[src/rtl/core/bitmap_row_run_rectangles_top_assert.svh]
// ----------------------------------------------------------------------------
// Assertion macros for the bitmap row run rectangle block
// Clocked on clk and disabled while rst_n is low.
// ----------------------------------------------------------------------------
`ifndef BITMAP_ROW_RUN_RECTANGLES_TOP_ASSERT_SVH
`define BITMAP_ROW_RUN_RECTANGLES_TOP_ASSERT_SVH

// same-cycle implication
`define BRR_ASSERT_IMPL(label, cond, prop, msg) \
    label: assert property (@(posedge clk) disable iff (!rst_n) (cond) |-> (prop)) \
        else $error(msg);

// next-cycle implication
`define BRR_ASSERT_NEXT(label, cond, prop, msg) \
    label: assert property (@(posedge clk) disable iff (!rst_n) (cond) |=> (prop)) \
        else $error(msg);

`endif

[src/rtl/core/brr_pkg.sv]
// ----------------------------------------------------------------------------
// brr_pkg
// Shared types, constants and helpers of the bitmap row run rectangle block.
// ----------------------------------------------------------------------------
package brr_pkg;

    localparam int ROW_BITS_DEFAULT = 32;
    localparam int RUN_LIMIT        = 16;
    localparam int RUN_CNT_W        = $clog2(RUN_LIMIT);
    localparam int QUEUE_DEPTH      = 2;
    localparam int EDGE_W           = 20;

    localparam int CFG_INDEX_W = 3;
    localparam int CFG_DATA_W  = 16;

    localparam logic [CFG_INDEX_W-1:0] CFG_CLIP_LEFT      = 3'd0;
    localparam logic [CFG_INDEX_W-1:0] CFG_CLIP_TOP       = 3'd1;
    localparam logic [CFG_INDEX_W-1:0] CFG_CLIP_RIGHT     = 3'd2;
    localparam logic [CFG_INDEX_W-1:0] CFG_CLIP_BOTTOM    = 3'd3;
    localparam logic [CFG_INDEX_W-1:0] CFG_SURFACE_WIDTH  = 3'd4;
    localparam logic [CFG_INDEX_W-1:0] CFG_SURFACE_HEIGHT = 3'd5;

    localparam logic signed [15:0] CLIP_LEFT_RESET   = 16'sd0;
    localparam logic signed [15:0] CLIP_TOP_RESET    = 16'sd0;
    localparam logic signed [15:0] CLIP_RIGHT_RESET  = 16'sd16384;
    localparam logic signed [15:0] CLIP_BOTTOM_RESET = 16'sd16384;
    localparam logic [14:0]        SURFACE_RESET     = 15'd16384;

    typedef logic signed [EDGE_W-1:0] edge_t;

    typedef struct packed {
        logic signed [15:0] clip_left;
        logic signed [15:0] clip_top;
        logic signed [15:0] clip_right;
        logic signed [15:0] clip_bottom;
        logic [14:0]        surface_width;
        logic [14:0]        surface_height;
    } brr_cfg_t;

    // one row after classification, y extent already clipped
    typedef struct packed {
        logic signed [15:0] origin_x;
        logic [4:0]         scale;
        logic signed [15:0] rect_y;
        logic signed [16:0] rect_height;
        logic [31:0]        colour;
    } brr_desc_t;

    function automatic edge_t edge_max(edge_t a, edge_t b);
        return (a > b) ? a : b;
    endfunction

    function automatic edge_t edge_min(edge_t a, edge_t b);
        return (a < b) ? a : b;
    endfunction

    function automatic logic signed [15:0] sat_edge(edge_t v);
        logic signed [15:0] r;
        if (v > edge_t'(32767))
            r = 16'sh7FFF;
        else if (v < edge_t'(-32768))
            r = 16'sh8000;
        else
            r = v[15:0];
        return r;
    endfunction

    function automatic logic signed [16:0] sat_span(edge_t v);
        logic signed [16:0] r;
        if (v > edge_t'(65535))
            r = 17'sh0FFFF;
        else if (v < edge_t'(-65536))
            r = 17'sh10000;
        else
            r = v[16:0];
        return r;
    endfunction

endpackage

[src/rtl/core/brr_front.sv]
// ----------------------------------------------------------------------------
// brr_front
// Accepts rows, masks unused columns, clips the y extent and drops empty rows.
// ----------------------------------------------------------------------------
module brr_front #(
    parameter int ROW_BITS = brr_pkg::ROW_BITS_DEFAULT
) (
    input  logic                    clk,
    input  logic                    rst_n,
    input  logic                    in_valid,
    output logic                    in_ready,
    input  logic [ROW_BITS-1:0]     row_bits,
    input  logic [5:0]              bit_count,
    input  logic [9:0]              row_index,
    input  logic signed [15:0]      origin_x,
    input  logic signed [15:0]      origin_y,
    input  logic [4:0]              scale,
    input  logic [31:0]             colour,
    input  brr_pkg::brr_cfg_t       cfg,
    output logic                    push,
    input  logic                    queue_full,
    output brr_pkg::brr_desc_t      push_desc,
    output logic [ROW_BITS-1:0]     push_row
);
    import brr_pkg::*;

    localparam int CNT_W = $clog2(ROW_BITS + 1);

    logic                   f_valid_reg;
    logic [ROW_BITS-1:0]    f_row_reg;
    logic [14:0]            f_prod_reg;
    logic signed [15:0]     f_ox_reg;
    logic signed [15:0]     f_oy_reg;
    logic [4:0]             f_scale_reg;
    logic [31:0]            f_colour_reg;

    logic [CNT_W-1:0]       cols;
    logic [ROW_BITS-1:0]    col_mask;
    logic                   accept;
    logic                   nonempty;
    logic                   f_done;
    edge_t                  y_top;
    edge_t                  y_bot;
    edge_t                  y1;
    edge_t                  y2;

    // clamp the column count to the row width
    always_comb
    begin
        if ({1'b0, bit_count} > 7'(ROW_BITS))
            cols = CNT_W'(ROW_BITS);
        else
            cols = CNT_W'(bit_count);
        col_mask = ~({ROW_BITS{1'b1}} >> cols);
    end

    assign accept   = in_valid && in_ready;
    assign nonempty = |f_row_reg;
    assign push     = f_valid_reg && nonempty && !queue_full;
    assign f_done   = f_valid_reg && (!nonempty || !queue_full);
    assign in_ready = !f_valid_reg || f_done;

    always_ff @(posedge clk or negedge rst_n)
    begin
        if (!rst_n)
            f_valid_reg <= 1'b0;
        else if (accept)
            f_valid_reg <= 1'b1;
        else if (f_done)
            f_valid_reg <= 1'b0;
    end

    always_ff @(posedge clk)
    begin
        if (accept)
        begin
            f_row_reg    <= row_bits & col_mask;
            f_prod_reg   <= 15'(row_index) * 15'(scale);
            f_ox_reg     <= origin_x;
            f_oy_reg     <= origin_y;
            f_scale_reg  <= scale;
            f_colour_reg <= colour;
        end
    end

    always_comb
    begin
        y_top = edge_t'(f_oy_reg) + edge_t'($signed({1'b0, f_prod_reg}));
        y_bot = y_top + edge_t'($signed({1'b0, f_scale_reg}));
        y1    = edge_max(edge_max(y_top, edge_t'(cfg.clip_top)), '0);
        y2    = edge_min(edge_min(y_bot, edge_t'(cfg.clip_bottom)),
                         edge_t'($signed({1'b0, cfg.surface_height})));
        push_desc.origin_x    = f_ox_reg;
        push_desc.scale       = f_scale_reg;
        push_desc.rect_y      = sat_edge(y1);
        push_desc.rect_height = sat_span(y2 - y1);
        push_desc.colour      = f_colour_reg;
        push_row              = f_row_reg;
    end

endmodule

[src/rtl/core/brr_queue.sv]
// ----------------------------------------------------------------------------
// brr_queue
// Short FIFO of classified rows between the front and the run walker.
// ----------------------------------------------------------------------------
module brr_queue #(
    parameter int ROW_BITS = brr_pkg::ROW_BITS_DEFAULT
) (
    input  logic                    clk,
    input  logic                    rst_n,
    input  logic                    push,
    input  brr_pkg::brr_desc_t      push_desc,
    input  logic [ROW_BITS-1:0]     push_row,
    output logic                    full,
    input  logic                    pop,
    output logic                    head_valid,
    output brr_pkg::brr_desc_t      head_desc,
    output logic [ROW_BITS-1:0]     head_row
);
    import brr_pkg::*;

    localparam int PTR_W = (QUEUE_DEPTH > 1) ? $clog2(QUEUE_DEPTH) : 1;
    localparam int CNT_W = $clog2(QUEUE_DEPTH + 1);

    brr_desc_t              desc_q [QUEUE_DEPTH];
    logic [ROW_BITS-1:0]    row_q  [QUEUE_DEPTH];
    logic [PTR_W-1:0]       wr_ptr_reg;
    logic [PTR_W-1:0]       rd_ptr_reg;
    logic [CNT_W-1:0]       count_reg;

    assign full       = (count_reg == CNT_W'(QUEUE_DEPTH));
    assign head_valid = (count_reg != '0);
    assign head_desc  = desc_q[rd_ptr_reg];
    assign head_row   = row_q[rd_ptr_reg];

    function automatic logic [PTR_W-1:0] ptr_inc(logic [PTR_W-1:0] p);
        return (p == PTR_W'(QUEUE_DEPTH - 1)) ? '0 : p + 1'b1;
    endfunction

    always_ff @(posedge clk or negedge rst_n)
    begin
        if (!rst_n)
        begin
            wr_ptr_reg <= '0;
            rd_ptr_reg <= '0;
            count_reg  <= '0;
        end
        else
        begin
            if (push)
                wr_ptr_reg <= ptr_inc(wr_ptr_reg);
            if (pop)
                rd_ptr_reg <= ptr_inc(rd_ptr_reg);
            if (push && !pop)
                count_reg <= count_reg + 1'b1;
            else if (pop && !push)
                count_reg <= count_reg - 1'b1;
        end
    end

    always_ff @(posedge clk)
    begin
        if (push)
        begin
            desc_q[wr_ptr_reg] <= push_desc;
            row_q[wr_ptr_reg]  <= push_row;
        end
    end

endmodule

[src/rtl/core/brr_back.sv]
// ----------------------------------------------------------------------------
// brr_back
// Walks up to RUN_LIMIT runs of a row, one run a cycle unless the output stalls; scales, clips and emits them.
// ----------------------------------------------------------------------------
`include "bitmap_row_run_rectangles_top_assert.svh"

module brr_back #(
    parameter int ROW_BITS = brr_pkg::ROW_BITS_DEFAULT
) (
    input  logic                    clk,
    input  logic                    rst_n,
    input  brr_pkg::brr_cfg_t       cfg,
    input  logic                    q_valid,
    input  brr_pkg::brr_desc_t      q_desc,
    input  logic [ROW_BITS-1:0]     q_row,
    output logic                    pop,
    output logic                    out_valid,
    input  logic                    out_ready,
    output logic signed [15:0]      rect_x,
    output logic signed [15:0]      rect_y,
    output logic signed [16:0]      rect_width,
    output logic signed [16:0]      rect_height,
    output logic [31:0]             paint_colour,
    output logic                    last_run
);
    import brr_pkg::*;

    localparam int CNT_W  = $clog2(ROW_BITS + 1);
    localparam int PROD_W = CNT_W + 5;

    // run walker
    logic                   r_valid_reg;
    logic [ROW_BITS-1:0]    w_reg;
    logic [ROW_BITS-1:0]    w_next;
    brr_desc_t              d_reg;
    logic [RUN_CNT_W-1:0]   n_reg;
    logic [CNT_W-1:0]       run_col;
    logic [CNT_W-1:0]       run_end;
    logic [ROW_BITS:0]      ends;
    logic                   r_last;
    logic                   r_free;
    logic                   adv;

    // scale stage
    logic                   m_valid_reg;
    logic                   m_last_reg;
    logic [PROD_W-1:0]      m_col_prod_reg;
    logic [PROD_W-1:0]      m_end_prod_reg;
    brr_desc_t              m_desc_reg;

    // clip stage and output register
    edge_t                  x_left;
    edge_t                  x_right;
    edge_t                  x1;
    edge_t                  x2;
    logic                   out_valid_reg;
    logic signed [15:0]     rect_x_reg;
    logic signed [15:0]     rect_y_reg;
    logic signed [16:0]     rect_width_reg;
    logic signed [16:0]     rect_height_reg;
    logic [31:0]            paint_colour_reg;
    logic                   last_run_reg;

    // column of the highest set bit; bit ROW_BITS is column zero
    function automatic logic [CNT_W-1:0] first_one(logic [ROW_BITS:0] v);
        logic [CNT_W-1:0] pos;
        pos = CNT_W'(ROW_BITS);
        for (int i = 0; i <= ROW_BITS; i++)
        begin
            if (v[i])
                pos = CNT_W'(ROW_BITS - i);
        end
        return pos;
    endfunction

    always_comb
    begin
        // a run ends at a column that is clear with its left neighbor set
        ends    = ({w_reg, 1'b0} >> 1) & ~{w_reg, 1'b0};
        run_col = first_one({w_reg, 1'b1});
        run_end = first_one(ends);
        w_next  = w_reg & ({ROW_BITS{1'b1}} >> run_end);
        r_last  = (w_next == '0) || (n_reg == RUN_CNT_W'(RUN_LIMIT - 1));
    end

    assign adv    = !out_valid_reg || out_ready;
    assign r_free = !r_valid_reg || (adv && r_last);
    assign pop    = q_valid && r_free;

    always_ff @(posedge clk or negedge rst_n)
    begin
        if (!rst_n)
        begin
            r_valid_reg   <= 1'b0;
            m_valid_reg   <= 1'b0;
            out_valid_reg <= 1'b0;
        end
        else
        begin
            if (pop)
                r_valid_reg <= 1'b1;
            else if (adv && r_last)
                r_valid_reg <= 1'b0;
            if (adv)
            begin
                m_valid_reg   <= r_valid_reg;
                out_valid_reg <= m_valid_reg;
            end
        end
    end

    always_ff @(posedge clk)
    begin
        if (pop)
        begin
            w_reg <= q_row;
            d_reg <= q_desc;
            n_reg <= '0;
        end
        else if (adv && r_valid_reg)
        begin
            w_reg <= w_next;
            n_reg <= n_reg + 1'b1;
        end
    end

    always_ff @(posedge clk)
    begin
        if (adv)
        begin
            m_last_reg     <= r_last;
            m_col_prod_reg <= PROD_W'(run_col) * PROD_W'(d_reg.scale);
            m_end_prod_reg <= PROD_W'(run_end) * PROD_W'(d_reg.scale);
            m_desc_reg     <= d_reg;
        end
    end

    always_comb
    begin
        x_left  = edge_t'(m_desc_reg.origin_x) + edge_t'($signed({1'b0, m_col_prod_reg}));
        x_right = edge_t'(m_desc_reg.origin_x) + edge_t'($signed({1'b0, m_end_prod_reg}));
        x1      = edge_max(edge_max(x_left, edge_t'(cfg.clip_left)), '0);
        x2      = edge_min(edge_min(x_right, edge_t'(cfg.clip_right)),
                           edge_t'($signed({1'b0, cfg.surface_width})));
    end

    always_ff @(posedge clk)
    begin
        if (adv && m_valid_reg)
        begin
            rect_x_reg       <= sat_edge(x1);
            rect_y_reg       <= m_desc_reg.rect_y;
            rect_width_reg   <= sat_span(x2 - x1);
            rect_height_reg  <= m_desc_reg.rect_height;
            paint_colour_reg <= m_desc_reg.colour;
            last_run_reg     <= m_last_reg;
        end
    end

    assign out_valid    = out_valid_reg;
    assign rect_x       = rect_x_reg;
    assign rect_y       = rect_y_reg;
    assign rect_width   = rect_width_reg;
    assign rect_height  = rect_height_reg;
    assign paint_colour = paint_colour_reg;
    assign last_run     = last_run_reg;

    `BRR_ASSERT_IMPL(a_row_has_run, r_valid_reg, w_reg != '0, "walker holds a row without runs")
    `BRR_ASSERT_IMPL(a_pop_nonempty, pop, q_valid, "row taken from an empty queue")
    `BRR_ASSERT_IMPL(a_row_kept, m_valid_reg && !m_last_reg, r_valid_reg, "row dropped before its last run")
    `BRR_ASSERT_NEXT(a_stall_holds, out_valid_reg && !out_ready, $stable(m_valid_reg) && $stable(m_last_reg), "scale stage moved during output stall")

endmodule

[src/rtl/core/bitmap_row_run_rectangles_top.sv]
// ----------------------------------------------------------------------------
// bitmap_row_run_rectangles_top
// Turns monochrome bitmap rows into clipped run rectangles, one per run, up to RUN_LIMIT runs a row.
// ----------------------------------------------------------------------------
//  channel | signals                                       | direction
//  --------+-----------------------------------------------+----------
//  in      | in_valid/in_ready, row_bits .. colour         | sink
//  out     | out_valid/out_ready, rect_x .. last_run       | source
//  cfg     | cfg_valid/cfg_ready, cfg_index, cfg_data      | sink
//
//  The run walker emits one rectangle per cycle unless the output stalls, so a
//  row holds the back end until its last run is walked; a row with no set bits
//  is dropped in the front. Before its first result reaches the output, a row
//  passes the front register, the queue, the walker, the scale and output stages.
//  A two-row queue lets the front take rows while the walker is busy.
//  Reset returns the clip window and surface size to their defaults.
//  cfg_ready is always high; write registers only when no row is in flight.
// ----------------------------------------------------------------------------
module bitmap_row_run_rectangles_top #(
    parameter int ROW_BITS = brr_pkg::ROW_BITS_DEFAULT
) (
    input  logic                                clk,
    input  logic                                rst_n,
    input  logic                                in_valid,
    output logic                                in_ready,
    input  logic [ROW_BITS-1:0]                 row_bits,
    input  logic [5:0]                          bit_count,
    input  logic [9:0]                          row_index,
    input  logic signed [15:0]                  origin_x,
    input  logic signed [15:0]                  origin_y,
    input  logic [4:0]                          scale,
    input  logic [31:0]                         colour,
    output logic                                out_valid,
    input  logic                                out_ready,
    output logic signed [15:0]                  rect_x,
    output logic signed [15:0]                  rect_y,
    output logic signed [16:0]                  rect_width,
    output logic signed [16:0]                  rect_height,
    output logic [31:0]                         paint_colour,
    output logic                                last_run,
    input  logic                                cfg_valid,
    output logic                                cfg_ready,
    input  logic [brr_pkg::CFG_INDEX_W-1:0]     cfg_index,
    input  logic [brr_pkg::CFG_DATA_W-1:0]      cfg_data
);
    import brr_pkg::*;

    brr_cfg_t               cfg_reg;
    brr_cfg_t               cfg_next;
    logic                   push;
    logic                   queue_full;
    brr_desc_t              push_desc;
    logic [ROW_BITS-1:0]    push_row;
    logic                   pop;
    logic                   head_valid;
    brr_desc_t              head_desc;
    logic [ROW_BITS-1:0]    head_row;

    assign cfg_ready = 1'b1;

    always_comb
    begin
        cfg_next = cfg_reg;
        if (cfg_valid && cfg_ready)
        begin
            case (cfg_index)
                CFG_CLIP_LEFT:      cfg_next.clip_left      = $signed(cfg_data);
                CFG_CLIP_TOP:       cfg_next.clip_top       = $signed(cfg_data);
                CFG_CLIP_RIGHT:     cfg_next.clip_right     = $signed(cfg_data);
                CFG_CLIP_BOTTOM:    cfg_next.clip_bottom    = $signed(cfg_data);
                CFG_SURFACE_WIDTH:  cfg_next.surface_width  = cfg_data[14:0];
                CFG_SURFACE_HEIGHT: cfg_next.surface_height = cfg_data[14:0];
                default:            cfg_next = cfg_reg;
            endcase
        end
    end

    always_ff @(posedge clk or negedge rst_n)
    begin
        if (!rst_n)
        begin
            cfg_reg.clip_left      <= CLIP_LEFT_RESET;
            cfg_reg.clip_top       <= CLIP_TOP_RESET;
            cfg_reg.clip_right     <= CLIP_RIGHT_RESET;
            cfg_reg.clip_bottom    <= CLIP_BOTTOM_RESET;
            cfg_reg.surface_width  <= SURFACE_RESET;
            cfg_reg.surface_height <= SURFACE_RESET;
        end
        else
            cfg_reg <= cfg_next;
    end

    brr_front #(
        .ROW_BITS (ROW_BITS)
    ) u_front (
        .clk        (clk),
        .rst_n      (rst_n),
        .in_valid   (in_valid),
        .in_ready   (in_ready),
        .row_bits   (row_bits),
        .bit_count  (bit_count),
        .row_index  (row_index),
        .origin_x   (origin_x),
        .origin_y   (origin_y),
        .scale      (scale),
        .colour     (colour),
        .cfg        (cfg_reg),
        .push       (push),
        .queue_full (queue_full),
        .push_desc  (push_desc),
        .push_row   (push_row)
    );

    brr_queue #(
        .ROW_BITS (ROW_BITS)
    ) u_queue (
        .clk        (clk),
        .rst_n      (rst_n),
        .push       (push),
        .push_desc  (push_desc),
        .push_row   (push_row),
        .full       (queue_full),
        .pop        (pop),
        .head_valid (head_valid),
        .head_desc  (head_desc),
        .head_row   (head_row)
    );

    brr_back #(
        .ROW_BITS (ROW_BITS)
    ) u_back (
        .clk          (clk),
        .rst_n        (rst_n),
        .cfg          (cfg_reg),
        .q_valid      (head_valid),
        .q_desc       (head_desc),
        .q_row        (head_row),
        .pop          (pop),
        .out_valid    (out_valid),
        .out_ready    (out_ready),
        .rect_x       (rect_x),
        .rect_y       (rect_y),
        .rect_width   (rect_width),
        .rect_height  (rect_height),
        .paint_colour (paint_colour),
        .last_run     (last_run)
    );

endmodule
[config.mk]
export PLATFORM = sky130hd
export DESIGN_NAME = bitmap_row_run_rectangles_top
export DESIGN_NICKNAME = d
export VERILOG_FILES = /design/src/rtl/core/brr_pkg.sv /design/src/rtl/core/brr_front.sv /design/src/rtl/core/brr_queue.sv /design/src/rtl/core/brr_back.sv /design/src/rtl/core/bitmap_row_run_rectangles_top.sv
export VERILOG_INCLUDE_DIRS = /design/src /design/src/rtl/core
export SDC_FILE = /design/constraint.sdc
export NUM_CORES = 1
export LEC_CHECK = 0
export ABC_AREA = 1
export BUFFER_PORTS_ARGS = -buffer_cell sky130_fd_sc_hd__buf_4
export CAP_MARGIN = 20
export CORE_ASPECT_RATIO = 1.4
export CORE_MARGIN = 1
export CORE_UTILIZATION = 53
export CTS_CLUSTER_DIAMETER = 50
export DETAILED_ROUTE_END_ITERATION = 7
export PLACE_DENSITY = 0.8
export SLEW_MARGIN = 20
export SYNTH_ARGS = -nofsm -noshare
export SYNTH_HDL_FRONTEND = slang
export SYNTH_SLANG_ARGS = --single-unit
[constraint.sdc]
create_clock -name clk -period 10.7 [get_ports clk]
set_input_delay 0.535 -clock clk [delete_from_list [all_inputs] [get_ports clk]]
set_output_delay 0.535 -clock clk [all_outputs]
set_load 0.02 [all_outputs]
==> impl_metrics.toml, run 1 <==
[run_status]
status = "finished, final reports clean"

[placed_design]
gp_congestion = 0.957
hpwlAfterDp_mm = 66.9
port_buffers = 241

[critical_path]
path_buf_inv = 6
regToRegSetupSlack_ns = 1.09
setup.worst_path.start_class = "flip-flop"
path_depth = 54
crit_slowest_cell = "ha_1"
r2r-start = "u_back.m_desc_reg[70]"
path_max_fanout = 26
max_stage_delay_ns = 0.42
cp_data_arrival_time_ns = 10.08
crit_end = "u_back.rect_width[9]"
crit_type = "reg -> reg"
timing.rr.end = "u_back.rect_width[9]"
reg2regPathDepth = 54
path_delay_family = "compound AO/OA/AOI/OAI gates"
critPathLaunch = "u_back.m_desc_reg[70]"
critPathRequiredTime_ns = 11.17
cp-end-kind = "flip-flop"

[logic_synthesis]
synth_most_common_cell = "nand2_1"
async_flop_share = 0.131
synth_area_leader_cell = "edfxtp_1"
syn_area_um2 = 39100
ys_seq_elements = 779
synth_edf_count = 673
yosysWarnings = 0
postSynthCellCount = 3807
netlist.area_leader.share = 0.516
synthTopCellsByCount = "nand2_1, edfxtp_1, inv_1"
avgSynthCellArea_um2 = 10.3
yosysSeqAreaShare = 0.584
netlist_top_cells_area = "edfxtp_1, nand2_1, ha_1"
netlist-cell-type-count = 61
synthFlopType = "edfxtp_1"

[timing]
finalSetupTns_ns = 0
fin_crit_ns = 9.61
tightest_slew_ns = 1.01
hold_violations = 0
grt_setup_unrepaired = "no"
finalMaxSlewViolations = 0
timing.slew.headroom = 0.325
max_freq_mhz = 104
finClkSkew_ns = 0.0319
finalCritPeriodShare = 0.898
setup_viol = 0

[clock_network]
h-tree-depth = 3
root_buffer = "clkbuf_16"
clock_latency_ns = 0.65
clock_path_buffers = 3
clk_pin_slew_ns = 0.06
cts_tree = "yes"
clock_sinks = 779
cts_made_buffers = 76

[floorplan]
start_util = 0.537
die_w_um = 232
io_pins = 243
die_area_um2 = 75000
die_h_um = 324
core_um2 = 72900
num_rows = 117

[cells_and_area]
syn2layout_area_growth_pct = 13.4
nNetsFinal = 4489
antenna_cells = 0
largest_reg_flops = 172
layout-drive-gt1-share = 0.110

[global_routing]
grt_pass1_vias = 26057
grt_first_pass_wirelength_mm = 137
grt-ovfl-total = 0
grt_max_degree = 92
grt_antenna_before_repair = 0
grt.total_usage = 0.238

[flow_run]
cap_viol_max_count = 0

[drt]
wl_met1_mm = 34.7
routedWlPerCell_um = 17.4
avgViaCountPerCell = 5.23
routed_wirelength_mm = 88.5
maxUsedRoutingLayer = "met4"
drc = 0
vias = 26499
drt_iter0_drc = 1483
wl_met3_mm = 3.39
ant_nets = 0
wl_met2_mm = 46.5
drtPass1Iterations = 5

[hold_path]
hp-class = "in -> reg"
-- through the flow --
stage               setup slack, ns  cells  hold WS [ns]  utilization  instance area, um^2
finish                         1.09   5070        0.0619        0.609                44400
global route                 0.0415   5070        0.0287        0.609                44400
CTS                           0.887   5069        0.0147        0.608                44400
detailed placement            0.953   4931         0.405        0.575                41900
global placement               1.19   4931         0.400        0.575                41900
floorplan                      1.87   3809         0.239            -                39200
-- cell families (layout without fill, tap and decap cells) --
kind of cell,Yosys count,in the layout,share of synthesized area
multiplexers,3,3,0.000767
flip-flops,779,779,0.584
buffers and inverters,588,897,0.0585
adder cells (fa/ha/maj),289,289,0.103
AND/OR/NAND/NOR,1555,1555,0.161
AO/OA/AOI/OAI,482,482,0.0684
other,2,4,0.000192
XOR/XNOR,109,109,0.0250
-- final cells by class --
cell class | count | area [um^2]
fill | 5949 | 28500
sequential | 779 | 22900
multi-input combinational | 2442 | 14100
clock buffer | 89 | 1950
timing repair buffer | 257 | 1950
inverter | 503 | 1900
tap | 952 | 1190
clock inverter | 48 | 497
-- per-layer routing --
layer / track usage / up-vias
li1: - / 13177
met1: 0.273 / 12477
met2: 0.438 / 666
met3: 0.0265 / 179
met4: 0.118 / 0
met5: 0 / -
-- what timing repair did --
action                                  CTS  global route
hold buffers                              1             0
gates resized for setup                   0             3
endpoints found under the hold margin    48             0
setup buffers                             0             1
endpoints found under the setup margin    0            48
-- layout by cell type, fill, tap and decap left out, types with 97 or more instances in the layout --
cell type / instances
nand2_1: 1144
edfxtp_1: 673
inv_1: 481
buf_4: 254
ha_1: 235
o21ai_0: 228
nor2_1: 185
a21oi_1: 157
nand3_1: 104
dfrtp_1: 97
-- worst min-delay path by stage --
stage / from / end / slack, ns / depth (start not counted)
after floorplan: rst_n / cfg_reg[0] / 0.24 / 0
after global placement: u_back.m_desc_reg[64] / u_back.rect_y[15] / 0.40 / 0
after detailed placement: u_back.d_reg[5] / u_back.m_desc_reg[5] / 0.40 / 0
after CTS: colour[19] / u_front.f_colour_reg[19] / 0.01 / 1
after global routing: colour[19] / u_front.f_colour_reg[19] / 0.03 / 1
final: colour[12] / u_front.f_colour_reg[12] / 0.06 / 1
Power of run 1 is left out: the tool's default activity adds up to more than one toggle a clock period on the data nets, which glitch-free logic cannot reach.
==> run 2: changes to the inputs <==
--- a/config.mk
+++ b/config.mk
@@ -7,6 +7,7 @@
 export NUM_CORES = 1
 export LEC_CHECK = 0
 export ABC_AREA = 1
+export ABC_CLOCK_PERIOD_IN_PS = 11800
 export BUFFER_PORTS_ARGS = -buffer_cell sky130_fd_sc_hd__buf_4
 export CAP_MARGIN = 20
 export CORE_ASPECT_RATIO = 1.4
@@ -15,6 +16,7 @@
 export CTS_CLUSTER_DIAMETER = 50
 export DETAILED_ROUTE_END_ITERATION = 7
 export PLACE_DENSITY = 0.8
+export SETUP_SLACK_MARGIN = 0.3
 export SLEW_MARGIN = 20
 export SYNTH_ARGS = -nofsm -noshare
 export SYNTH_HDL_FRONTEND = slang
==> constraint.sdc (replaced) <==
create_clock -name clk -period 11.8 [get_ports clk]
set_input_delay 0.59 -clock clk [delete_from_list [all_inputs] [get_ports clk]]
set_output_delay 0.59 -clock clk [all_outputs]
set_load 0.02 [all_outputs]
==> run 2 against run 1 <==
  * Die area stayed put
  * Core utilization up 0.093 points
  * Non-clock buffer count did not move
  * Cell count unchanged
  * Sequential share of layout area down 0.078 points
  * Largest cell class unchanged
  * Clock skew increased by 0.0034 ns
  * Highest routed layer unchanged
  * Register-to-register slack improved by 0.29 ns
  * Routed wire length up 0.64%
  * Global-route usage up 0.22 points
  * Critical path depth rose by 1
  * Via count is 0.45% lower
==> impl_metrics.toml, run 2 (synthesis results as in run 1) <==
[run_status]
status = "finished, final reports clean"

[cells_and_area]
final_common_cell = "nand2_1"
layout_common_cells = "nand2_1, edfxtp_1, inv_1"
syn2layout_area_growth_pct = 13.6
antenna_cells = 0
nNetsFinal = 4489
layout-drive-gt1-share = 0.108
design_area_um2 = 44500
fin_cells = 5070
largest_reg_flops = 172

[timing]
finalMaxSlewViolations = 0
hold_violations = 0
max_freq_mhz = 96.0
timing.slew.headroom = 0.321
tightest_slew_ns = 1.02
grt_setup_unrepaired = "no"
setup_viol = 0
fin_ws_ns = 1.38
fin_crit_ns = 10.42
finalSetupTns_ns = 0
finClkSkew_ns = 0.0354
finalCritPeriodShare = 0.883

[placed_design]
placedCellCount = 4932
port_buffers = 241
placed_area_um2 = 41900
pre_cts_slack_ns = 1.52
gp_congestion = 0.971
hpwlAfterDp_mm = 67.6

[clock_network]
clock_sinks = 779
clock_path_buffers = 3
root_buffer = "clkbuf_16"
clock_latency_ns = 0.67
cts_tree = "yes"
h-tree-depth = 3
clk_pin_slew_ns = 0.06
cts_made_buffers = 76
cts_setup_buffers = 0

[drt]
vias = 26380
routed_wirelength_mm = 89.0
avgViaCountPerCell = 5.20
ant_nets = 0
drtPass1Iterations = 7
drt_iter0_drc = 1416
drc = 0
routedWlPerCell_um = 17.6

[hold_path]
hold_depth = 1
hp-class = "in -> reg"

[floorplan]
core_um2 = 72900
io_pins = 243
num_rows = 117
die_h_um = 324
die_area_um2 = 75000
die_w_um = 232
start_util = 0.537

[critical_path]
max_stage_delay_ns = 0.50
path_depth = 55
path_max_fanout = 16
reg2regPathDepth = 55
cp_data_arrival_time_ns = 10.79
critPathRequiredTime_ns = 12.18
cp-end-kind = "flip-flop"
path_buf_inv = 5
crit_slowest_cell = "nor4_1"
setup.worst_path.start_class = "flip-flop"
path_delay_family = "simple AND/OR/NAND/NOR gates"
crit_type = "reg -> reg"
critPathMostFrequentCell = "nand2_1"

[global_routing]
grt-ovfl-total = 0
grt_antenna_before_repair = 2
grt_first_pass_wirelength_mm = 138
grt.total_usage = 0.241
grt_pass1_vias = 26203
grt_max_degree = 74

[flow_run]
cap_viol_max_count = 0
==> run 2: cell types whose count changed in the layout (fill, tap and decap cells not counted), sizes merged <==
cell	delta
clkinvlp	-1
clkbuf	+4
clkinv	-6
bufinv	+3
==> run 2: per-stage QoR <==
stage / hold WS (ns) / util
floorplan: 0.294 / -
global placement: 0.400 / 0.575
detailed placement: 0.405 / 0.575
CTS: 0.0633 / 0.610
global route: 0.0803 / 0.610
finish: 0.0968 / 0.610
==> run 2: final cells by class <==
class / instances / area (um^2)
inverter: 503 / 1900
fill: 5993 / 28400
tap: 952 / 1190
clock buffer: 93 / 2000
clock inverter: 44 / 556
timing repair buffer: 257 / 1930
sequential: 779 / 22900
multi-input combinational: 2442 / 14000
==> run 2: routing by layer <==
metal	track usage	share of wire	up-vias
met1	0.274	0.39	12429
met2	0.441	0.52	625
met4	0.118	0.047	0
met5	0	0	-
li1	-	-	13143
met3	0.0309	0.040	183
==> run 2: path summary, 6_finish.rpt <==
| check | from | end | slack [ns] |
|---|---|---|---|
| worst max-delay path | u_front.f_oy_reg[2] | u_queue.desc_q[0][39] | 1.38 |
| worst min-delay path | colour[31] | u_front.f_colour_reg[31] | 0.1 |
| worst max register to register | u_front.f_oy_reg[2] | u_queue.desc_q[0][39] | 1.38 |
| worst min register to register | u_back.m_desc_reg[1] | u_back.paint_colour[1] | 0.41 |
| max in group asynchronous | rst_n | u_queue.rd_ptr_reg | 9.85 |
| min in group asynchronous | rst_n | cfg_reg[76] | 0.45 |
==> run 2: timing repair <==
item                      4_1_cts  5_1_grt
hold endpoints to repair       35        0
gates resized for setup         0        0
hold buffers                    1        0
Power of run 2 is left out for the same reason.
==> run 3: changes to the inputs <==
--- a/config.mk
+++ b/config.mk
@@ -16,8 +16,8 @@
 export CTS_CLUSTER_DIAMETER = 50
 export DETAILED_ROUTE_END_ITERATION = 7
 export PLACE_DENSITY = 0.8
+export RECOVER_POWER = 50
 export SETUP_SLACK_MARGIN = 0.3
-export SLEW_MARGIN = 20
 export SYNTH_ARGS = -nofsm -noshare
 export SYNTH_HDL_FRONTEND = slang
 export SYNTH_SLANG_ARGS = --single-unit
==> run 3 against run 2 <==
  * The flow now finishes with violations (max-capacitance violations, max-slew violations)
  * Cell area down 1.0%
  * Critical path type unchanged
  * Via count is essentially flat
  * Global-route usage did not move
  * Setup slack better by 0.018 ns
  * Routed wire length rose by 0.14%
  * Clock skew down 0.0019 ns
  * Maximum frequency increased by 0.17%
  * Sequential share of layout area grew 0.53 points
  * Register-to-register slack better by 0.02 ns
  * Flip-flop and latch count did not move
  * Critical path depth is the same
==> impl_metrics.toml, run 3 (synthesis results as in run 1) <==
[global_routing]
use_met1 = 0.274
grt_max_degree = 74
busiest_layer = "met2"
grt_first_pass_wirelength_mm = 138
globalRouteMet3Util = 0.0309
gr-usage-met2 = 0.441
grt-ovfl-total = 0
grt_antenna_before_repair = 2
grt_pass1_vias = 26203
grt.total_usage = 0.241

[timing]
finClkSkew_ns = 0.0335
setup_viol = 0
grt_setup_unrepaired = "no"
tightest_slew_ns = 4.16
finalCritPeriodShare = 0.881
finalMaxSlewViolations = 240
finalSetupTns_ns = 0
hold_violations = 0
max_freq_mhz = 96.2
fin_crit_ns = 10.40
timing.slew.headroom = -1.77

[drt]
vias = 26403
drtPass1Iterations = 6
avgViaCountPerCell = 5.21
routedWlPerCell_um = 17.6
ant_nets = 0
drt_iter0_drc = 1465
drc = 0
routed_wirelength_mm = 89.2

[clock_network]
clock_latency_ns = 0.66
cts_hold_buf = 1
clock_sinks = 779
cts_setup_buffers = 0
clock_path_buffers = 3
h-tree-depth = 3
clk_pin_slew_ns = 0.06
cts_resized = 0
root_buffer = "clkbuf_16"
cts_tree = "yes"
cts_made_buffers = 76

[critical_path]
critPathRequiredTime_ns = 12.17
critPathMostFrequentCell = "nand2_1"
r2r-start = "u_front.f_oy_reg[2]"
regToRegSetupSlack_ns = 1.40
crit_type = "reg -> reg"
crit_slowest_cell = "nor4_1"
timing.rr.end = "u_queue.desc_q[0][39]"
cp-end-kind = "flip-flop"
reg2regPathDepth = 55
cp_data_arrival_time_ns = 10.77
setup.worst_path.start_class = "flip-flop"
path_max_fanout = 16
max_stage_delay_ns = 0.51

[cells_and_area]
layout-drive-gt1-share = 0.0787
largest_reg_flops = 172
layout_common_cells = "nand2_1, edfxtp_1, inv_1"
syn2layout_area_growth_pct = 12.4
final_common_cell = "nand2_1"
nNetsFinal = 4489
antenna_cells = 0

[hold_path]
worstHoldStart = "colour[31]"
hp-class = "in -> reg"
hold_end = "u_front.f_colour_reg[31]"
hold_depth = 1

[run_status]
status = "complete, but fails checks"
violations = "max-capacitance violations, max-slew violations"

[floorplan]
io_pins = 243
die_h_um = 324
core_um2 = 72900
num_rows = 117
start_util = 0.537
die_area_um2 = 75000
die_w_um = 232

[placed_design]
hpwlAfterDp_mm = 67.6
port_buffers = 241
gp_congestion = 0.971

[flow_run]
cap_viol_max_count = 5
## run 3: cell types whose count changed in the layout (fill, tap and decap cells not counted), sizes merged
cell      before  now
clkinv        35   34
buf          256   81
clkbuf        93  268
inv          502  501
clkinvlp       4    6
## run 3: routing by layer
layer | routed length (um) | up-vias
met5 | 0 | -
met4 | 4200 | 0
met3 | 3780 | 183
met2 | 46500 | 636
met1 | 34700 | 12443
li1 | - | 13141
## run 3: worst max path at each step
| stage | startpoint | end | slack (ns) | depth (start not counted) |
|---|---|---|---|---|
| floorplan | u_front.f_oy_reg[2] | u_queue.desc_q[0][38] | 2.97 | 57 |
| global placement | u_front.f_oy_reg[2] | u_queue.desc_q[0][32] | 1.80 | 53 |
| detailed placement | u_front.f_oy_reg[2] | u_queue.desc_q[0][47] | 1.52 | 55 |
| CTS | u_front.f_oy_reg[2] | u_queue.desc_q[0][47] | 1.48 | 55 |
| global route | u_front.f_oy_reg[2] | u_queue.desc_q[0][39] | 0.38 | 55 |
| finish | u_front.f_oy_reg[2] | u_queue.desc_q[0][39] | 1.40 | 55 |
## run 3: stage by stage
| step | instances | utilization | hold WS (ns) | setup slack, ns | instance area (um^2) |
|---|---|---|---|---|---|
| after floorplan | 3809 | - | 0.294 | 2.97 | 39200 |
| after global placement | 4932 | 0.575 | 0.400 | 1.80 | 41900 |
| after detailed placement | 4932 | 0.575 | 0.405 | 1.52 | 41900 |
| after CTS | 5070 | 0.610 | 0.0633 | 1.48 | 44500 |
| after global routing | 5070 | 0.604 | 0.104 | 0.380 | 44000 |
| final | 5070 | 0.604 | 0.123 | 1.40 | 44000 |
## run 3: final cells by class
| type | count | area [um^2] |
|---|---|---|
| fillers | 6119 | 28900 |
| repair buffers | 257 | 1480 |
| clock buffers | 93 | 2000 |
| inverters | 503 | 1890 |
| multi-input cells | 2442 | 14000 |
| clock inverters | 44 | 556 |
| flip-flops and latches | 779 | 22800 |
| well taps | 952 | 1190 |
## run 3: worst max-delay path, delay by kind of cell (launching register included)
| family | cells | cell delay, ns |
|---|---|---|
| AO/OA/AOI/OAI | 15 | 3.15 |
| XOR/XNOR | 2 | 0.37 |
| adder cells (fa/ha/maj) | 6 | 2.05 |
| buffers and inverters | 5 | 0.76 |
| flip-flops | 1 | 0.37 |
| AND/OR/NAND/NOR | 27 | 3.39 |
Power of run 3 is left out for the same reason.
